`src/sv/uuline_pkg.sv`:
```
// Package for the uudecode line block: status codes, the command word that
// travels from the character front end to the byte back end, and decode helpers.
// Depends on nothing; every other file refers to it by scoped names.
package uuline_pkg;

    localparam int MAX_LINE_BYTES_DEF = 45;
    localparam int CMD_DEPTH          = 4;

    localparam logic [7:0] CHAR_LO = 8'h20;
    localparam logic [7:0] CHAR_HI = 8'h60;

    typedef enum logic [1:0] {
        LS_DATA   = 2'd0,
        LS_CLOSE  = 2'd1,
        LS_REJECT = 2'd2
    } line_status_t;

    // One command per input item that has work for the back end. Clear comes
    // first, then the group write, then the end of line.
    typedef struct packed {
        logic         clear;
        logic         wr;
        logic [4:0]   wr_grp;
        logic [23:0]  wr_word;
        logic         fin;
        line_status_t status;
        logic [5:0]   count;
    } cmd_t;

    function automatic logic char_ok(input logic [7:0] ch);
        return (ch >= CHAR_LO) && (ch <= CHAR_HI);
    endfunction

    // Subtracting 0x20 modulo 64 only flips bit 5.
    function automatic logic [5:0] six_of(input logic [7:0] ch);
        return {~ch[5], ch[4:0]};
    endfunction

    // Data characters a count needs: four per started group of three bytes.
    // The group count is (count + 2) / 3, done as a multiply by 43 and a
    // shift by 7, which is exact for these operands.
    function automatic logic [6:0] needed_of(input logic [5:0] count);
        logic [6:0]  x;
        logic [12:0] p;
        x = {1'b0, count} + 7'd2;
        p = 13'(x) * 13'd43;
        return {p[11:7], 2'b00};
    endfunction

endpackage

```
`src/sv/uudecode_line_block_top.sv`:
```
// Top level of the uudecode line block: front end, command queue and back end.
// Depends on uuline_pkg, uuline_front, uuline_cmd_fifo and uuline_back.
//
// The block decodes uuencoded data lines fed one character per transaction,
// with the line already trimmed. The first character of a line is the byte
// count; each later character from space to backquote carries six bits, four
// characters make three bytes, and a short line is padded with zeros. At the
// end of a line the block returns one transaction per decoded byte (last set
// on the final one), or a single transaction with byte_valid low and status
// "closing" for an empty or zero-count line, or status "rejected" for a bad
// count, a bad character, a line longer than its count, or data after the
// closing line. block_start begins a new block and drops any partial line.
// Both sides behave as queues: push/full on the input and empty/pop on the
// output. The front end takes one character per clock as long as its command
// queue (four entries by default) has room; every item that completes a group
// of four characters, starts a line or ends one places one command in it.
// While it is idle the back end retires one command per clock, except that a
// closing or rejected line waits for a free output register. For a data line
// it takes the end-of-line command, then for each group of three bytes reads
// the group store and emits the group's bytes one at a time, holding while a
// waiting result is not taken. The group store needs no clearing pass after
// reset: a valid bit per group, cleared at each count character, makes
// unwritten groups read as zero.
module uudecode_line_block_top #(
    parameter int MAX_LINE_BYTES = uuline_pkg::MAX_LINE_BYTES_DEF,
    parameter int CMD_DEPTH      = uuline_pkg::CMD_DEPTH
) (
    input  logic       clk,
    input  logic       rst_n,
    input  logic       push,
    output logic       full,
    input  logic [7:0] char_code,
    input  logic       char_present,
    input  logic       end_of_line,
    input  logic       block_start,
    output logic       empty,
    input  logic       pop,
    output logic [7:0] data_byte,
    output logic       byte_valid,
    output logic       last,
    output logic [1:0] line_status
);

    uuline_pkg::cmd_t front_cmd;
    uuline_pkg::cmd_t back_cmd;
    logic             cmd_push;
    logic             cmd_pop;
    logic             fifo_full;
    logic             fifo_avail;

    // Front end: line parsing and group assembly.
    uuline_front #(
        .MAX_LINE_BYTES (MAX_LINE_BYTES)
    ) u_front (
        .clk          (clk),
        .rst_n        (rst_n),
        .push         (push),
        .full         (full),
        .char_code    (char_code),
        .char_present (char_present),
        .end_of_line  (end_of_line),
        .block_start  (block_start),
        .fifo_full    (fifo_full),
        .cmd_push     (cmd_push),
        .cmd          (front_cmd)
    );

    // Queue that lets the front end run ahead while a line drains.
    uuline_cmd_fifo #(
        .DEPTH (CMD_DEPTH)
    ) u_fifo (
        .clk     (clk),
        .rst_n   (rst_n),
        .wr_en   (cmd_push),
        .wr_data (front_cmd),
        .full    (fifo_full),
        .rd_en   (cmd_pop),
        .avail   (fifo_avail),
        .rd_data (back_cmd)
    );

    // Back end: group store and result drain.
    uuline_back #(
        .MAX_LINE_BYTES (MAX_LINE_BYTES)
    ) u_back (
        .clk         (clk),
        .rst_n       (rst_n),
        .cmd_avail   (fifo_avail),
        .cmd         (back_cmd),
        .cmd_pop     (cmd_pop),
        .pop         (pop),
        .empty       (empty),
        .data_byte   (data_byte),
        .byte_valid  (byte_valid),
        .last        (last),
        .line_status (line_status)
    );

endmodule

```
`src/sv/uuline_front.sv`:
```
// Front end of the uudecode line block: takes characters, tracks line state,
// and builds group words and end-of-line commands.
// Depends on uuline_pkg.
module uuline_front #(
    parameter int MAX_LINE_BYTES = uuline_pkg::MAX_LINE_BYTES_DEF
) (
    input  logic              clk,
    input  logic              rst_n,
    input  logic              push,
    output logic              full,
    input  logic [7:0]        char_code,
    input  logic              char_present,
    input  logic              end_of_line,
    input  logic              block_start,
    input  logic              fifo_full,
    output logic              cmd_push,
    output uuline_pkg::cmd_t  cmd
);

    localparam logic [5:0] MAX6 = 6'(MAX_LINE_BYTES);

    logic [5:0]  count_reg, count_next;
    logic [6:0]  needed_reg, needed_next;
    logic [6:0]  seen_reg, seen_next;
    logic [17:0] gbits_reg, gbits_next;
    logic [1:0]  gpos_reg, gpos_next;
    logic        bad_reg, bad_next;
    logic        closed_reg, closed_next;
    logic        at_start_reg, at_start_next;
    logic        accept;
    logic [5:0]  six;
    logic        six_ok;
    uuline_pkg::cmd_t cmd_v;

    assign accept = push && !fifo_full;
    assign full   = fifo_full;

    always_comb
    begin
        count_next    = count_reg;
        needed_next   = needed_reg;
        seen_next     = seen_reg;
        gbits_next    = gbits_reg;
        gpos_next     = gpos_reg;
        bad_next      = bad_reg;
        closed_next   = closed_reg;
        at_start_next = at_start_reg;
        cmd_v         = '0;
        cmd_v.status  = uuline_pkg::LS_DATA;
        six           = uuline_pkg::six_of(char_code);
        six_ok        = uuline_pkg::char_ok(char_code);

        if (block_start)
        begin
            closed_next   = 1'b0;
            at_start_next = 1'b1;
            count_next    = '0;
            needed_next   = '0;
            seen_next     = '0;
            gbits_next    = '0;
            gpos_next     = '0;
            bad_next      = 1'b0;
        end

        if (char_present)
        begin
            if (at_start_next)
            begin
                // Count character: a fresh line starts with no groups written.
                cmd_v.clear   = 1'b1;
                at_start_next = 1'b0;
                seen_next     = '0;
                gbits_next    = '0;
                gpos_next     = '0;
                if (!six_ok || (six > MAX6))
                begin
                    bad_next   = 1'b1;
                    count_next = '0;
                end
                else
                begin
                    bad_next   = 1'b0;
                    count_next = six;
                end
                needed_next = uuline_pkg::needed_of(count_next);
            end
            else
            begin
                if ((seen_next >= needed_next) || !six_ok)
                begin
                    bad_next = 1'b1;
                end
                if (!bad_next)
                begin
                    if (gpos_next == 2'd3)
                    begin
                        cmd_v.wr      = 1'b1;
                        cmd_v.wr_grp  = seen_next[6:2];
                        cmd_v.wr_word = {gbits_next, six};
                        gbits_next    = '0;
                        gpos_next     = '0;
                    end
                    else
                    begin
                        gbits_next = {gbits_next[11:0], six};
                        gpos_next  = gpos_next + 2'd1;
                    end
                end
                if (seen_next != 7'h7F)
                begin
                    seen_next = seen_next + 7'd1;
                end
            end
        end

        if (end_of_line)
        begin
            cmd_v.fin = 1'b1;
            if (at_start_next)
            begin
                cmd_v.status = uuline_pkg::LS_CLOSE;
                closed_next  = 1'b1;
            end
            else if (closed_next || bad_next)
            begin
                cmd_v.status = uuline_pkg::LS_REJECT;
            end
            else
            begin
                // A short final group is padded with zero characters.
                if (gpos_next != 2'd0)
                begin
                    cmd_v.wr     = 1'b1;
                    cmd_v.wr_grp = seen_next[6:2];
                    case (gpos_next)
                        2'd1:    cmd_v.wr_word = {gbits_next[5:0], 18'd0};
                        2'd2:    cmd_v.wr_word = {gbits_next[11:0], 12'd0};
                        default: cmd_v.wr_word = {gbits_next, 6'd0};
                    endcase
                end
                if (count_next == 6'd0)
                begin
                    cmd_v.status = uuline_pkg::LS_CLOSE;
                    closed_next  = 1'b1;
                end
                else
                begin
                    cmd_v.count = count_next;
                end
            end
            at_start_next = 1'b1;
            count_next    = '0;
            needed_next   = '0;
            seen_next     = '0;
            gbits_next    = '0;
            gpos_next     = '0;
            bad_next      = 1'b0;
        end
    end

    assign cmd      = cmd_v;
    assign cmd_push = accept && (cmd_v.clear || cmd_v.wr || cmd_v.fin);

    always_ff @(posedge clk or negedge rst_n)
    begin
        if (!rst_n)
        begin
            count_reg    <= '0;
            needed_reg   <= '0;
            seen_reg     <= '0;
            gbits_reg    <= '0;
            gpos_reg     <= '0;
            bad_reg      <= 1'b0;
            closed_reg   <= 1'b0;
            at_start_reg <= 1'b1;
        end
        else if (accept)
        begin
            count_reg    <= count_next;
            needed_reg   <= needed_next;
            seen_reg     <= seen_next;
            gbits_reg    <= gbits_next;
            gpos_reg     <= gpos_next;
            bad_reg      <= bad_next;
            closed_reg   <= closed_next;
            at_start_reg <= at_start_next;
        end
    end

endmodule

```
`src/sv/uuline_cmd_fifo.sv`:
```
// Command queue between the front and back ends of the uudecode line block.
// Depends on uuline_pkg for the command type.
module uuline_cmd_fifo #(
    parameter int DEPTH = uuline_pkg::CMD_DEPTH
) (
    input  logic              clk,
    input  logic              rst_n,
    input  logic              wr_en,
    input  uuline_pkg::cmd_t  wr_data,
    output logic              full,
    input  logic              rd_en,
    output logic              avail,
    output uuline_pkg::cmd_t  rd_data
);

    localparam int PTR_W = (DEPTH > 1) ? $clog2(DEPTH) : 1;
    localparam int CNT_W = $clog2(DEPTH + 1);

    uuline_pkg::cmd_t mem_reg [DEPTH];
    logic [PTR_W-1:0] wr_ptr_reg, rd_ptr_reg;
    logic [CNT_W-1:0] cnt_reg;

    assign full    = (cnt_reg == CNT_W'(DEPTH));
    assign avail   = (cnt_reg != '0);
    assign rd_data = mem_reg[rd_ptr_reg];

    always_ff @(posedge clk)
    begin
        if (wr_en)
        begin
            mem_reg[wr_ptr_reg] <= wr_data;
        end
    end

    always_ff @(posedge clk or negedge rst_n)
    begin
        if (!rst_n)
        begin
            wr_ptr_reg <= '0;
            rd_ptr_reg <= '0;
            cnt_reg    <= '0;
        end
        else
        begin
            if (wr_en)
            begin
                wr_ptr_reg <= (wr_ptr_reg == PTR_W'(DEPTH - 1)) ? '0 : wr_ptr_reg + 1'b1;
            end
            if (rd_en)
            begin
                rd_ptr_reg <= (rd_ptr_reg == PTR_W'(DEPTH - 1)) ? '0 : rd_ptr_reg + 1'b1;
            end
            if (wr_en && !rd_en)
            begin
                cnt_reg <= cnt_reg + 1'b1;
            end
            else if (rd_en && !wr_en)
            begin
                cnt_reg <= cnt_reg - 1'b1;
            end
        end
    end

endmodule

```
`src/sv/uuline_back.sv`:
```
// Back end of the uudecode line block: holds the decoded groups of the line
// and drains them as result bytes through a one-entry output register.
// Depends on uuline_pkg.
module uuline_back #(
    parameter int MAX_LINE_BYTES = uuline_pkg::MAX_LINE_BYTES_DEF
) (
    input  logic                      clk,
    input  logic                      rst_n,
    input  logic                      cmd_avail,
    input  uuline_pkg::cmd_t          cmd,
    output logic                      cmd_pop,
    input  logic                      pop,
    output logic                      empty,
    output logic [7:0]                data_byte,
    output logic                      byte_valid,
    output logic                      last,
    output logic [1:0]                line_status
);

    localparam int GROUPS = (MAX_LINE_BYTES + 2) / 3;
    localparam int GIDX_W = (GROUPS > 1) ? $clog2(GROUPS) : 1;

    typedef enum logic [2:0] {
        BK_IDLE = 3'b001,
        BK_READ = 3'b010,
        BK_EMIT = 3'b100
    } bk_state_t;

    bk_state_t               state_reg, state_next;
    logic [GIDX_W-1:0]       grp_reg, grp_next;
    logic [1:0]              lane_reg, lane_next;
    logic [5:0]              left_reg, left_next;
    logic [23:0]             mem_reg [GROUPS];
    logic [GROUPS-1:0]       gvalid_reg;
    logic [23:0]             rd_word_reg;
    logic                    rd_ok_reg;
    logic                    out_valid_reg;
    logic [7:0]              out_byte_reg;
    logic                    out_bvalid_reg;
    logic                    out_last_reg;
    uuline_pkg::line_status_t out_status_reg;
    logic                    load_ok;
    logic                    out_load;
    logic [7:0]              ld_byte;
    logic                    ld_bvalid;
    logic                    ld_last;
    uuline_pkg::line_status_t ld_status;
    logic [7:0]              lane_byte;

    assign load_ok = !out_valid_reg || pop;

    always_comb
    begin
        case (lane_reg)
            2'd0:    lane_byte = rd_word_reg[23:16];
            2'd1:    lane_byte = rd_word_reg[15:8];
            default: lane_byte = rd_word_reg[7:0];
        endcase
    end

    always_comb
    begin
        state_next = state_reg;
        grp_next   = grp_reg;
        lane_next  = lane_reg;
        left_next  = left_reg;
        cmd_pop    = 1'b0;
        out_load   = 1'b0;
        ld_byte    = '0;
        ld_bvalid  = 1'b0;
        ld_last    = 1'b1;
        ld_status  = uuline_pkg::LS_DATA;
        case (state_reg)
            BK_IDLE:
            begin
                if (cmd_avail)
                begin
                    if (cmd.fin && (cmd.status != uuline_pkg::LS_DATA))
                    begin
                        // Closing or rejected line: one result, no bytes.
                        if (load_ok)
                        begin
                            cmd_pop   = 1'b1;
                            out_load  = 1'b1;
                            ld_status = cmd.status;
                        end
                    end
                    else
                    begin
                        cmd_pop = 1'b1;
                        if (cmd.fin)
                        begin
                            left_next  = cmd.count;
                            grp_next   = '0;
                            lane_next  = '0;
                            state_next = BK_READ;
                        end
                    end
                end
            end
            BK_READ:
            begin
                state_next = BK_EMIT;
            end
            BK_EMIT:
            begin
                if (load_ok)
                begin
                    out_load  = 1'b1;
                    ld_byte   = rd_ok_reg ? lane_byte : 8'd0;
                    ld_bvalid = 1'b1;
                    ld_last   = (left_reg == 6'd1);
                    left_next = left_reg - 6'd1;
                    if (left_reg == 6'd1)
                    begin
                        state_next = BK_IDLE;
                    end
                    else if (lane_reg == 2'd2)
                    begin
                        lane_next  = '0;
                        grp_next   = grp_reg + 1'b1;
                        state_next = BK_READ;
                    end
                    else
                    begin
                        lane_next = lane_reg + 2'd1;
                    end
                end
            end
            default:
            begin
                state_next = BK_IDLE;
            end
        endcase
    end

    // Group store: one row per group of three bytes, one write port and one
    // registered read port.
    always_ff @(posedge clk)
    begin
        if (cmd_pop && cmd.wr)
        begin
            mem_reg[cmd.wr_grp[GIDX_W-1:0]] <= cmd.wr_word;
        end
        if (state_reg == BK_READ)
        begin
            rd_word_reg <= mem_reg[grp_reg];
            rd_ok_reg   <= gvalid_reg[grp_reg];
        end
        if (out_load)
        begin
            out_byte_reg   <= ld_byte;
            out_bvalid_reg <= ld_bvalid;
            out_last_reg   <= ld_last;
            out_status_reg <= ld_status;
        end
    end

    always_ff @(posedge clk or negedge rst_n)
    begin
        if (!rst_n)
        begin
            state_reg     <= BK_IDLE;
            grp_reg       <= '0;
            lane_reg      <= '0;
            left_reg      <= '0;
            gvalid_reg    <= '0;
            out_valid_reg <= 1'b0;
        end
        else
        begin
            state_reg <= state_next;
            grp_reg   <= grp_next;
            lane_reg  <= lane_next;
            left_reg  <= left_next;
            if (cmd_pop)
            begin
                // Rows not written since the count character read as zero.
                if (cmd.clear && cmd.wr)
                begin
                    gvalid_reg <= GROUPS'(1) << cmd.wr_grp[GIDX_W-1:0];
                end
                else if (cmd.clear)
                begin
                    gvalid_reg <= '0;
                end
                else if (cmd.wr)
                begin
                    gvalid_reg[cmd.wr_grp[GIDX_W-1:0]] <= 1'b1;
                end
            end
            if (out_load)
            begin
                out_valid_reg <= 1'b1;
            end
            else if (pop)
            begin
                out_valid_reg <= 1'b0;
            end
        end
    end

    assign empty       = !out_valid_reg;
    assign data_byte   = out_byte_reg;
    assign byte_valid  = out_bvalid_reg;
    assign last        = out_last_reg;
    assign line_status = out_status_reg;

endmodule

```
`config.mk`:
```
export PLATFORM = sky130hd
export DESIGN_NAME = uudecode_line_block_top
export DESIGN_NICKNAME = d
export VERILOG_FILES = /design/src/sv/uuline_pkg.sv /design/src/sv/uudecode_line_block_top.sv /design/src/sv/uuline_front.sv /design/src/sv/uuline_cmd_fifo.sv /design/src/sv/uuline_back.sv
export SDC_FILE = /design/constraint.sdc
export NUM_CORES = 1
export LEC_CHECK = 0
export ABC_AREA = 1
export BUFFER_PORTS_ARGS = -buffer_cell sky130_fd_sc_hd__buf_4
export CAP_MARGIN = 20
export CORE_ASPECT_RATIO = 0.6
export CORE_MARGIN = 1
export CORE_UTILIZATION = 35
export DETAILED_ROUTE_END_ITERATION = 10
export PLACE_DENSITY = 0.49
export SYNTH_ARGS = -nofsm -noshare
export SYNTH_HDL_FRONTEND = slang
export SYNTH_SLANG_ARGS = --single-unit
```
`constraint.sdc`:
```
create_clock -name clk -period 5.5 [get_ports clk]
set_input_delay 0.275 -clock clk [delete_from_list [all_inputs] [get_ports clk]]
set_output_delay 0.275 -clock clk [all_outputs]
set_load 0.005 [all_outputs]
```
==> run_results.csv <==
group,metric,value,unit
cells_and_area,nets,2522,
placement,placed_cell_area,29110,um^2
sta,final.setup.tns,0,ns
placement,place_hpwl,48070,um
outcome,status,"completed",
clock_network,clockRootBuffer,"clkbuf_16",
sta,fin_crit_sh,0.8264,
critical_path,crit_end,"u_fifo.cnt_reg[2]",
synthesis,synthFlopType,"edfxtp_1",
critical_path,startpoint_type,"flip-flop",
critical_path,slowest_stage,"fa_1",
power,powerDensity,483.7,nW/um^2
cells_and_area,drive_gt1_frac,0.09240,
detailed_routing,via_per_inst,5.232,
power,p_leak,11.03,nW
detailed_routing,wl,76760,um
sta,max_freq,0.2200,GHz
critical_path,r2r-end,"u_fifo.cnt_reg[2]",
detailed_routing,ant_nets,0,
clock_network,clk_latency,0.64,ns
clock_network,cts_sinks,634,
cells_and_area,multi_input_area,7715,um^2
floorplanning,die_h,218.6,um
floorplanning,fp-row-count,79,
grt,grt_max_degree,87,
cells_and_area,finalInstanceArea,31040,um^2
floorplanning,die_x,363.0,um
clock_network,post-cts-setup-buffers,0,
floorplanning,core_region_area,77400,um^2
grt,grt.total_usage,0.1962,
cells_and_area,area_growth,13.39,%
synthesis,synth_edf_count,553,
detailed_routing,drc_errors,0,
sta,slew_viol_final,0,
power,peakVddDrop,0.2598,mV
clock_network,htree_levels,2,
critical_path,cpMostUsedCell,"inv_1",
detailed_routing,dr.pass1.iters,5,
synthesis,avgSynthCellArea,11.33,um^2
sta,period_minus_slack,4.545,ns
clock_network,cts_buffer_depth,3,
synthesis,yosysWarningCount,0,
clock_network,path_clk_slew,0.07,ns
grt,grt_overflow_total,0,
synthesis,ys_types,55,
critical_path,cpPeakStageDelay,0.44,ns
critical_path,crit_chain,"inv_1 > nor2_1 > inv_1 > ha_1 > o21ai_0 > nand2_1 > a21oi_1 > o21ai_1 > nand2_1 > nand2_2 > inv_1 > nand3_1 > nand3_1 > nand2_1 > inv_1 > ha_1 > inv_1 > fa_1 > a21oi_1 > o21ai_0 > xor2_1",
critical_path,reg2reg_slack,0.95,ns
floorplanning,io_pins,29,
clock_network,cts_tree,"built",
grt,antenna_found_initial,0,
worst_hold_path,hp-class,"input port to flip-flop",
critical_path,crit_start,"u_front.seen_reg[0]",
worst_hold_path,hold_depth,2,
critical_path,critical_path_class,"flip-flop to flip-flop",
cells_and_area,n_fill_cell,7359,
sta,finalHoldViolCount,0,
cells_and_area,regArea,18640,um^2
placement,routabilityCongestion,0.8757,
clock_network,cts-buffers-inserted,59,
sta,worst_slew_pin_slew,1.099,ns
critical_path,r2r-start,"u_front.seen_reg[0]",
sta,relSlewSlack,0.2646,
detailed_routing,drt-wirelength-per-cell,21.60,um
critical_path,worstSetupEndpointType,"flip-flop",
floorplanning,initial_core_util,0.3536,
critical_path,required,6.02,ns
detailed_routing,drtIter0Drc,1820,
sta,skew,0.03558,ns
synthesis,syn_inst,2416,
cells_and_area,largest_reg_flops,360,
sta,grt_setup_unrepaired,"no",
critical_path,cp_data_arrival_time,5.07,ns
floorplanning,die-area,79360,um^2
sta,setup_viol_count_final,0,
run,maxCapViolCount,0,
grt,grt_pass1_vias,18290,
synthesis,yosysSeqAreaShare,0.6809,
synthesis,async_reset_ff_frac,0.1278,
detailed_routing,vias,18600,
critical_path,worstPathMaxFanout,25,
placement,io_buffers,28,
synthesis,synth_area,27370,um^2
critical_path,reg2reg_depth,21,
grt,grt_pass1_wl,116800,um
synthesis,ys_seq_elements,634,
worst max-delay path, delay by kind of cell (launching register included):
| family | cells | cell delay (ns) |
|---|---|---|
| and+or+nand+nor | 7 | 1.48 |
| buffers and inverters | 5 | 0.89 |
| adders and majority gates | 3 | 0.89 |
| AOI/OAI and AO/OA | 5 | 0.68 |
| DFF | 1 | 0.32 |
| xor gates and xnor gates | 1 | 0.15 |
logic make-up (layout without fill, tap and decap cells):
family / Yosys count / count (layout) / share of synthesized area
other: 1 / 4 / 0.0001370
and+or+nand+nor: 920 / 920 / 0.1378
adders and majority gates: 53 / 53 / 0.02615
DFF: 634 / 634 / 0.6809
xor gates and xnor gates: 10 / 10 / 0.003200
muxes: 3 / 3 / 0.001189
AOI/OAI and AO/OA: 495 / 495 / 0.1075
buffers and inverters: 300 / 382 / 0.04315
per-layer routing:
layer,wire [um],global-route usage,share of wire,vias up
met3,4612,0.03574,0.060,96
met4,1283,0.04177,0.017,0
met2,31610,0.2812,0.41,498
met1,39250,0.3053,0.51,9333
li1,-,-,-,8668
met5,0,0,0,-
worst min-delay path by stage:
stage	to	start
2_1_floorplan	u_back.grp_reg[0]	rst_n
3_3_place_gp	u_front.gbits_reg[12]	rst_n
3_5_place_dp	u_front.gbits_reg[12]	rst_n
4_1_cts	u_fifo.mem_reg[3][14]	char_code[5]
5_1_grt	u_fifo.mem_reg[3][14]	char_code[5]
6_report	u_fifo.mem_reg[3][14]	char_code[5]
cell usage in the layout, fill, tap and decap left out, types with 21 or more instances in the layout:
cell / Yosys / final
dfrtp_1: 79 / 76
clkbuf_16: 0 / 60
nand2_1: 443 / 443
nor2_1: 290 / 269
o221ai_1: 41 / 41
o22ai_1: 53 / 53
nand4_1: 24 / 24
ha_1: 46 / 46
inv_1: 161 / 160
buf_4: 2 / 90
o2111ai_1: 25 / 25
nand3_1: 134 / 134
o21ai_0: 244 / 243
edfxtp_1: 553 / 553
nor2_4: 1 / 21
a21oi_1: 65 / 65
power by group:
part / switching [mW] / internal, mW / total, mW
Clock: 1.81 / 2.09 / 3.90
Combinational: 3.17 / 1.12 / 4.29
Sequential: 0.268 / 6.55 / 6.82
cell usage after synthesis (2+ instances only):
cell	instances	area (um^2)
a211oi_1	2	15.01
a21oi_1	65	325.3
a221oi_1	8	70.07
a22oi_1	15	112.6
a31oi_1	14	87.58
a32o_1	3	30.03
a32oi_1	5	43.79
buf_1	8	30.03
buf_2	12	60.06
buf_4	2	15.01
buf_6	4	45.04
clkbuf_1	103	386.6
clkinv_1	5	18.77
dfrtp_1	79	1977
dfstp_2	2	52.55
edfxtp_1	553	16610
fa_1	7	140.1
ha_1	46	575.6
inv_1	161	604.3
inv_2	4	15.01
mux2_2	2	22.52
nand2_1	443	1663
nand3_1	134	670.6
nand3b_1	2	15.01
nand4_1	24	150.1
nor2_1	290	1089
nor2_2	4	25.02
nor3_1	11	55.05
nor3b_1	2	15.01
o2111ai_1	25	219.0
o211ai_1	2	15.01
o21ai_0	244	1221
o21ai_1	12	60.06
o221ai_1	41	359.1
o22ai_1	53	331.6
or2_2	2	12.51
xnor2_1	3	26.28
xor2_1	7	61.31
metrics by stage:
step	instances	power (mW)	util	hold slack [ns]	setup slack (ns)
2_1_floorplan	2418	9.418	-	-0.02059	1.043
3_5_place_dp	3432	11.19	0.3761	0.2702	0.7969
4_1_cts	3543	15.10	0.3998	0.04139	0.9966
5_1_grt	3553	15.86	0.4010	0.07037	0.4472
6_report	3554	15.01	0.4010	0.06292	0.9546
3_3_place_gp	3425	11.05	0.3748	0.2640	0.9241
cell type report:
cell class / count / share of cell area
Sequential cell: 634 / 0.6006
Clock buffer: 77 / 0.05140
Inverter: 171 / 0.02084
Tap cell: 1053 / 0.04245
Timing Repair Buffer: 104 / 0.02951
Antenna cell: 1 / 0.00008063
Clock inverter: 30 / 0.006491
Multi-Input combinational cell: 1484 / 0.2486
repair_timing:
action,in CTS,in global routing
gates resized for setup,0,0
hold buffers,4,0
hold endpoints to repair,40,0
Note: power is estimated with default switching activity, not from simulation.
